$ cat src/hdl/tlblru_pkg.sv
`timescale 1ns / 1ps

package tlblru_pkg;

  localparam int PAGE_BITS      = 36;
  localparam int SET_INDEX_BITS = 4;
  localparam int SET_COUNT      = 16;
  localparam int WAY_COUNT      = 4;
  localparam int WAY_BITS       = 2;
  localparam int FRAME_BITS     = 36;
  localparam int TAG_BITS       = 32;
  localparam int RANK_BITS      = 3;
  localparam int COUNT_BITS     = 3;
  localparam int SLOT_COUNT     = SET_COUNT * WAY_COUNT;
  localparam int ENTRY_BITS     = TAG_BITS + FRAME_BITS;

  typedef enum logic {
    OP_TOUCH = 1'b0,
    OP_FILL  = 1'b1
  } op_t;

  typedef enum logic [1:0] {
    ACT_TOUCH   = 2'd0,
    ACT_ADD     = 2'd1,
    ACT_REPLACE = 2'd2,
    ACT_REJECT  = 2'd3
  } action_t;

  typedef logic [RANK_BITS-1:0]  rank_t;
  typedef logic [COUNT_BITS-1:0] count_t;
  typedef logic [WAY_BITS-1:0]   way_t;

  typedef struct packed {
    op_t                       opcode;
    logic [PAGE_BITS-1:0]      page_number;
    logic [1:0]                touched_way;
    logic [PAGE_BITS-1:0]      frame_number;
  } cmd_t;

  typedef struct packed {
    logic [3:0] set_index;
    logic [1:0] way_used;
    action_t    action;
    logic [1:0] lru_way;
    logic       set_full;
  } rsp_t;

  typedef struct packed {
    rank_t [WAY_COUNT-1:0] ranks;
    logic  [WAY_COUNT-1:0] valid;
    count_t                count;
  } set_state_t;

  typedef struct packed {
    set_state_t state;
    way_t       way;
    action_t    action;
    way_t       lru_way;
    logic       set_full;
  } set_update_t;

endpackage

$ cat src/hdl/tlblru_ram.sv
`timescale 1ns / 1ps

module tlblru_ram #(
  parameter int WIDTH = 8,
  parameter int DEPTH = 16
) (
  input  logic                     clk,
  input  logic                     we,
  input  logic [$clog2(DEPTH)-1:0] addr,
  input  logic [WIDTH-1:0]         wdata,
  output logic [WIDTH-1:0]         rdata
);

  logic [WIDTH-1:0] mem [DEPTH];

  always_ff @(posedge clk) begin
    if (we) begin
      mem[addr] <= wdata;
    end
    rdata <= mem[addr];
  end

endmodule

$ cat src/hdl/tlblru_set_update.sv
`timescale 1ns / 1ps

module tlblru_set_update (
  input  tlblru_pkg::set_state_t  cur,
  input  tlblru_pkg::op_t         opcode,
  input  tlblru_pkg::way_t        req_way,
  output tlblru_pkg::set_update_t upd
);

  localparam tlblru_pkg::count_t FULL_COUNT = tlblru_pkg::COUNT_BITS'(tlblru_pkg::WAY_COUNT);

  tlblru_pkg::way_t    oldest;
  tlblru_pkg::way_t    way;
  tlblru_pkg::way_t    lru;
  tlblru_pkg::count_t  cnt_next;
  tlblru_pkg::rank_t   prev;
  tlblru_pkg::rank_t   rank_next [tlblru_pkg::WAY_COUNT];
  tlblru_pkg::action_t act;
  logic [tlblru_pkg::WAY_COUNT-1:0] valid_next;
  logic                apply;

  always_comb begin
    oldest = '0;
    for (int w = tlblru_pkg::WAY_COUNT - 1; w >= 0; w--) begin
      if (cur.ranks[w] == tlblru_pkg::RANK_BITS'(tlblru_pkg::WAY_COUNT)) begin
        oldest = tlblru_pkg::WAY_BITS'(w);
      end
    end
  end

  always_comb begin
    way        = req_way;
    cnt_next   = cur.count;
    valid_next = cur.valid;
    apply      = 1'b0;
    act        = tlblru_pkg::ACT_REJECT;
    if (opcode == tlblru_pkg::OP_FILL) begin
      apply = 1'b1;
      if (cur.count != FULL_COUNT) begin
        way             = cur.count[tlblru_pkg::WAY_BITS-1:0];
        cnt_next        = cur.count + tlblru_pkg::COUNT_BITS'(1);
        valid_next[way] = 1'b1;
        act             = tlblru_pkg::ACT_ADD;
      end else begin
        way = oldest;
        act = tlblru_pkg::ACT_REPLACE;
      end
    end else if ((tlblru_pkg::COUNT_BITS'(req_way) < cur.count) && cur.valid[req_way]) begin
      apply = 1'b1;
      act   = tlblru_pkg::ACT_TOUCH;
    end
  end

  always_comb begin
    prev = cur.ranks[way];
    for (int w = 0; w < tlblru_pkg::WAY_COUNT; w++) begin
      rank_next[w] = cur.ranks[w];
      if (apply && (tlblru_pkg::COUNT_BITS'(w) < cnt_next)) begin
        if (tlblru_pkg::WAY_BITS'(w) == way) begin
          rank_next[w] = tlblru_pkg::RANK_BITS'(1);
        end else if ((prev == '0) || (cur.ranks[w] <= prev)) begin
          rank_next[w] = cur.ranks[w] + tlblru_pkg::RANK_BITS'(1);
        end
      end
    end
  end

  always_comb begin
    lru = '0;
    for (int w = tlblru_pkg::WAY_COUNT - 1; w >= 0; w--) begin
      if ((tlblru_pkg::COUNT_BITS'(w) < cnt_next) && (rank_next[w] == cnt_next)) begin
        lru = tlblru_pkg::WAY_BITS'(w);
      end
    end
  end

  always_comb begin
    for (int w = 0; w < tlblru_pkg::WAY_COUNT; w++) begin
      upd.state.ranks[w] = rank_next[w];
    end
    upd.state.valid = valid_next;
    upd.state.count = cnt_next;
    upd.way         = way;
    upd.action      = act;
    upd.lru_way     = lru;
    upd.set_full    = (cnt_next == FULL_COUNT);
  end

endmodule

$ cat src/hdl/tlb_set_lru_fill_and_touch_core.sv
`timescale 1ns / 1ps

// Set-associative TLB fill and LRU touch engine.
// Command channel: drive cmd and raise start; a transfer happens at each rising
// edge with start high and busy low. busy stays low, so a command may be sent
// in every cycle. A fill (opcode 1) places the tag and frame in the next free
// way of the set chosen by the low page bits, or replaces the least recent way
// of a full set. A touch (opcode 0) marks a filled way most recent; a touch of
// an unfilled way is reported as rejected and changes nothing.
// Response channel: rsp is valid for exactly one cycle while rsp_valid is high,
// after the command passes the input register and then one update pass
// that reads and writes the set state and loads the response register.
// Throughput is one command per cycle; back-to-back commands to the same set
// see each other's updates, as the set state is written in the same pass.
// The receiver cannot stall, so no response is ever held back.
// Synchronous reset empties every set, clears all ranks and valid bits and
// drops any command in flight. Tag and frame storage is not cleared.

module tlb_set_lru_fill_and_touch_core (
  input  logic             clk,
  input  logic             rst,
  input  logic             start,
  output logic             busy,
  input  tlblru_pkg::cmd_t cmd,
  output logic             rsp_valid,
  output tlblru_pkg::rsp_t rsp
);

  localparam int SET_ADDR_BITS = $clog2(tlblru_pkg::SET_COUNT);

  tlblru_pkg::cmd_t       cmd_reg;
  logic                   cmd_pending;
  tlblru_pkg::set_state_t sets [tlblru_pkg::SET_COUNT];
  tlblru_pkg::set_update_t upd;
  logic [SET_ADDR_BITS-1:0] set_sel;
  logic                   entry_we;

  assign busy    = 1'b0;
  assign set_sel = cmd_reg.page_number[SET_ADDR_BITS-1:0];
  assign entry_we = cmd_pending && (cmd_reg.opcode == tlblru_pkg::OP_FILL);

  always_ff @(posedge clk) begin
    if (rst) begin
      cmd_pending <= 1'b0;
    end else begin
      cmd_pending <= start;
    end
    if (start) begin
      cmd_reg <= cmd;
    end
  end

  tlblru_set_update u_update (
    .cur     (sets[set_sel]),
    .opcode  (cmd_reg.opcode),
    .req_way (cmd_reg.touched_way),
    .upd     (upd)
  );

  always_ff @(posedge clk) begin
    if (rst) begin
      for (int s = 0; s < tlblru_pkg::SET_COUNT; s++) begin
        sets[s] <= '0;
      end
      rsp_valid <= 1'b0;
    end else begin
      rsp_valid <= cmd_pending;
      if (cmd_pending) begin
        sets[set_sel] <= upd.state;
      end
    end
    if (cmd_pending) begin
      rsp.set_index <= 4'(set_sel);
      rsp.way_used  <= upd.way;
      rsp.action    <= upd.action;
      rsp.lru_way   <= upd.lru_way;
      rsp.set_full  <= upd.set_full;
    end
  end

  tlblru_ram #(
    .WIDTH (tlblru_pkg::ENTRY_BITS),
    .DEPTH (tlblru_pkg::SLOT_COUNT)
  ) u_entry_ram (
    .clk   (clk),
    .we    (entry_we),
    .addr  ({set_sel, upd.way}),
    .wdata ({cmd_reg.page_number[tlblru_pkg::SET_INDEX_BITS +: tlblru_pkg::TAG_BITS],
             cmd_reg.frame_number[tlblru_pkg::FRAME_BITS-1:0]}),
    .rdata ()
  );

endmodule

$ cat config.mk
export PLATFORM = sky130hd
export DESIGN_NAME = tlb_set_lru_fill_and_touch_core
export DESIGN_NICKNAME = d
export VERILOG_FILES = /design/src/hdl/tlblru_pkg.sv /design/src/hdl/tlblru_ram.sv /design/src/hdl/tlblru_set_update.sv /design/src/hdl/tlb_set_lru_fill_and_touch_core.sv
export SDC_FILE = /design/constraint.sdc
export NUM_CORES = 1
export LEC_CHECK = 0
export ABC_AREA = 1
export BUFFER_PORTS_ARGS = -buffer_cell sky130_fd_sc_hd__buf_2
export CAP_MARGIN = 30
export CORE_ASPECT_RATIO = 0.8
export CORE_MARGIN = 10
export CORE_UTILIZATION = 38
export DETAILED_ROUTE_END_ITERATION = 8
export PLACE_DENSITY_LB_ADDON = 0.15
export SLEW_MARGIN = 10
export SYNTH_ARGS = -nofsm -noshare
export SYNTH_HDL_FRONTEND = slang
export SYNTH_SLANG_ARGS = --single-unit
$ cat constraint.sdc
create_clock -name clk -period 12.3 [get_ports clk]
set_input_delay 2.46 -clock clk [delete_from_list [all_inputs] [get_ports clk]]
set_output_delay 2.46 -clock clk [all_outputs]
set_load 0.05 [all_outputs]
======== Yosys cells after proc, flatten, opt, wreduce, memory -nomap -nowiden ========
Memories as Yosys holds them, arrays and structs flattened. A register that Yosys moved wholly into a read port is not among the register bits.
Cells that the tools add are included.
storage, ports and cells
  logic and storage cells ................. 107
  bits in registers ....................... 20
  bits in writable memories ............... 304
  memories ................................ 1
memory list
  memory  depth  bits a word  read ports  clocked after Yosys merged registers in  write ports  line                                   text
  sets    16     19           1           1                                        16           tlb_set_lru_fill_and_touch_core.sv:33  tlblru_pkg::set_state_t sets [tlblru_pkg::SET_COUNT];
operators by class
  bitwise logic cells ..................... 1
  mux-type cells .......................... 45
  equality and inequality tests ........... 13
  $add $sub $neg .......................... 5
  magnitude comparators ................... 13
  reduce and logical (&&, ||, !) cells .... 18
operators with widths
  kind                   number
  $mux W3                15
  $mux W2                11
  $mux W19               1
  $reduce_or A19 Y1      1
  $mux W4                4
  $add A3 B1 Y3 const B  5
  $eq A3 B3 Y1 const B   5
  $eq A3 B3 Y1           4
  $le A3 B3 Y1           4
  $mux W1                11
  $logic_and A1 B1 Y1    10
  $lt A2 B3 Y1 const B   3
  $bmux W3 S2            1
  $lt A1 B3 Y1 const A   2
  $lt A2 B3 Y1 const A   2
  $eq A2 B2 Y1 const A   2
  $logic_or A1 B1 Y1     4
  $or A4 B4 Y4           1
  $logic_not A3 Y1       1
  $lt A2 B3 Y1           1
  $ne A3 B3 Y1 const B   1
  $bmux W1 S2            1
  $demux W1 S2           1
  $eq A1 B2 Y1 const A   1
  other kinds (3)        3

======== Logic depth before layout (Yosys ltp) ========
  depth after elaboration ................. 19
  mapped depth ............................ 38
  mapped depth without buffers ............ 35

======== Modules after synthesis ========
From an unflattened synthesis, not the netlist that was laid out.
second synthesis, totals
  cell total of the unflattened synthesis .. 1970
  area total of the unflattened synthesis .. 16975.0 µm²
modules (own cells, without submodules)
  module                           cells an instance  times used  sequential area each (µm²)  area each (µm²)
  tlb_set_lru_fill_and_touch_core  1684               1           9789.4                      15376.0
  tlblru_set_update                286                1           0.0                         1599.0

======== Worst setup path before layout ========
Ideal clock, no wire load.
  path kind ............................... input to register
  start ................................... input port rst
  end ..................................... memory sets[4][0] (netlist name), enable pin
  setup slack ............................. 8.050 ns
  data arrival time ....................... 3.874 ns
  stages on the path ...................... 8
  cell sequence ........................... clkinv_1 > nand2_1 > nor3_1 > inv_1 > nor2_1 > inv_1 > clkbuf_1 > nand2_1
RTL lines
  element          line                                   text
  start, declared  tlb_set_lru_fill_and_touch_core.sv:21  input logic rst,
  end, declared    tlb_set_lru_fill_and_touch_core.sv:33

==> metrics.csv <==
stage;metric;value;unit
run_status;status;complete, no violations;
final_layout;largest_register_ffs;304;
logic_synthesis;synthTopCellsByArea;edfxtp_1 (60%), nor2_1 (9.0%), nand2_1 (7.7%), nand3_1 (4.3%), inv_1 (3.6%);
logic_synthesis;synth-edff-count;322;
die;core_area;41900;um2
clocking;cts_tree;yes;
timing;fmax;148;MHz
route;wl;47600;um
worst_setup_path;slowest_stage;dfxtp_4;
run;cap_violations;0;
final_layout;n_antenna_cell;0;
logic_synthesis;syn_avg_cell_area;9.46;um2
timing;final_hold_viol_count;0;
logic_synthesis;synth_top_area_share;60.0;%
route;postRouteAntennaNets;0;
die;row_count;67;
route;remaining_drc_errors;0;
route;dr.pass1.iters;5;
die;io_pins;91;
worst_setup_path;criticalPathCategory;reg2reg;
clocking;cts_resized;0;
clocking;post_cts_buffers;0;
timing;fin_ws;5.53;ns
worst_setup_path;r2r-end;rsp[1]$_SDFFCE_PP0P_;
logic_synthesis;synthTopCellsByCount;nor2_1 (385), nand2_1 (330), edfxtp_1 (322);
global_routing;grt_max_degree;62;
hold_path;whs_path_depth;0;
worst_setup_path;cpMostUsedCell;nand2_1;
worst_setup_path;worstRegToRegCells;32;
route;drtIter0Drc;1253;
power_and_ir_drop;ir_drop;0.114;mV
global_routing;track_usage;18.3;%
clocking;clk_latency;0.54;ns
die;die-area;51100;um2
global_routing;grt_overflow_total;0;
die;die_h;204;um
logic_synthesis;synth_top_cell_by_area;edfxtp_1;
timing;fin_setup_tns;0;ns
power_and_ir_drop;p_leak;0.00734;uW
timing;clock_skew;0.0352;ns
place;portBuffers;21;
die;initial_utilization;38.4;%
timing;final.period_utilization;55.0;%
worst_setup_path;crit_path_start_kind;flip-flop;
timing;setup_viol;0;
power_and_ir_drop;p_per_area;169;nW/um2
hold_path;min_path_type;reg2reg;
global_routing;grt_pass1_wl;71800;um
logic_synthesis;yosysMostFrequentCell;nor2_1;
worst_setup_path;critPathMaxStageDelay;0.77;ns
logic_synthesis;yosys_warnings;0;
clocking;htreeDepth;2;
route;viasPerCell;5.32;
worst_setup_path;reg2reg_slack;5.53;ns
place;place_ws;5.69;ns
worst_setup_path;worstSetupEndpointType;flip-flop;
place;place_hpwl;29300;um
hold_path;min_to;rsp[9]$_DFFE_PP_;
global_routing;first_global_vias;11400;
place;gp_congestion;0.875;
worst_setup_path;path_max_fanout;58;
timing;rsz0062_at_grt;no;
clocking;clockBufferDepth;3;
route;wl_per_cell;21.1;um
final_layout;area_growth;11.0;%
timing;worst_slew_pin_slew;0.832;ns
final_layout;nets;1786;
logic_synthesis;synth_cell_type_count;36;
logic_synthesis;syn_area;16100;um2
logic_synthesis;ys_async_sr_fraction;0;%
clocking;cts_hold_buf;0;
die;die_width;250;um
hold_path;min_from;cmd_reg[40]$_DFFE_PP_;
logic_synthesis;synth_seq_area_share;60.8;%
timing;finalMaxSlewViolations;0;
logic_synthesis;synthCells;1702;
worst_setup_path;crit_arrival;7.10;ns
clocking;numCtsBuffers;35;
worst_setup_path;crit_required;12.63;ns
clocking;path_clk_slew;0.06;ns
clocking;numClockSinks;328;
global_routing;antenna_found_initial;0;
final_layout;drive_gt1_share;8.13;%
timing;fin_crit;6.77;ns
route;vias;12000;
clocking;cts-root-buf;clkbuf_16;
timing;maxSlewHeadroom;44.5;%
logic_synthesis;synth_ff_type;edfxtp_1;
logic_synthesis;syn_nets;1801;
logic_synthesis;synth_seq_cells;328;
final_layout;fin_util;42.7;%
-- report_power, final --
group          leakage (uW)  total (uW)  internal, uW  switching (uW)
clock              0.000505        1000           566             438
sequential          0.00335        1300          1280            22.9
combinational       0.00348         724           173             551
-- area by class of cell --
| cell class | instances | area [um2] |
|---|---|---|
| Clock inverter | 14 | 120 |
| Timing Repair Buffer | 50 | 564 |
| Fill cell | 4114 | 24000 |
| Tap cell | 552 | 691 |
| Multi-Input combinational cell | 1106 | 5170 |
| Inverter | 166 | 628 |
| Clock buffer | 45 | 913 |
| Sequential cell | 328 | 9800 |
-- cells in the final DEF, fill, tap and decap left out, drive strengths merged --
master	count
nor2	387
nand2	346
edfxtp	322
inv	163
nand3	151
o21ai	117
buf	50
clkbuf	45
o221ai	40
ha	21
clkinv	15
o211ai	11
o22ai	8
nand4	8
a21oi	6
dfxtp	6
nor3	3
nand3b	3
a31oi	2
bufinv	2
xor2	1
and2	1
conb	1
-- critical path: cells and delay by family, from the launching register on --
| kind | cells | cell delay, ns |
|---|---|---|
| DFF | 1 | 0.77 |
| buffers and inverters | 6 | 1.63 |
| and+or+nand+nor | 22 | 3.17 |
| AOI/OAI and AO/OA | 2 | 0.30 |
| adders and majority gates | 2 | 0.57 |
-- routing by layer --
| layer | up-vias | global-route usage [%] | wire [um] | share of wire, % |
|---|---|---|---|---|
| li1 | 5655 | - | - | - |
| met1 | 5911 | 27.3 | 22500 | 47 |
| met2 | 412 | 27.6 | 20700 | 43 |
| met3 | 52 | 2.75 | 3620 | 7.6 |
| met4 | 0 | 4.06 | 753 | 1.6 |
| met5 | - | 0 | 0 | 0 |
-- kinds of logic (layout without fill, tap and decap cells) --
kind of cell / after synthesis / in the layout / share of synthesized area [%]
AO/OA/AOI/OAI: 184 / 184 / 6.99
other: 1 / 1 / 0.0233
buffers and inverters: 268 / 275 / 7.20
flip-flops: 328 / 328 / 60.8
adder cells (fa/ha/maj): 21 / 21 / 1.63
AND/OR/NAND/NOR: 899 / 899 / 23.3
XOR/XNOR: 1 / 1 / 0.0544
-- how the worst max path moves through the flow --
stage                          from  slack (ns)                        to
after floorplan                 rst        8.05  sets[4][0]$_SDFFCE_PN0P_
after global placement    flip-flop        5.65      rsp[1]$_SDFFCE_PP0P_
after detailed placement  flip-flop        5.69      rsp[1]$_SDFFCE_PP0P_
after CTS                 flip-flop        5.60      rsp[1]$_SDFFCE_PP0P_
after global routing      flip-flop        4.99      rsp[1]$_SDFFCE_PP0P_
final                     flip-flop        5.53      rsp[1]$_SDFFCE_PP0P_
-- through the flow --
stage	hold WS (ns)	instances	power [uW]	cell area, um2
4_1_cts	0.488	2255	3030	17800
3_5_place_dp	0.448	2196	2030	16700
2_1_floorplan	0.426	1702	1800	16100
3_3_place_gp	0.442	2186	2020	16500
6_report	0.481	2261	3030	17900
5_1_grt	0.495	2261	3160	17900
Power figures use the tool's default switching activity.
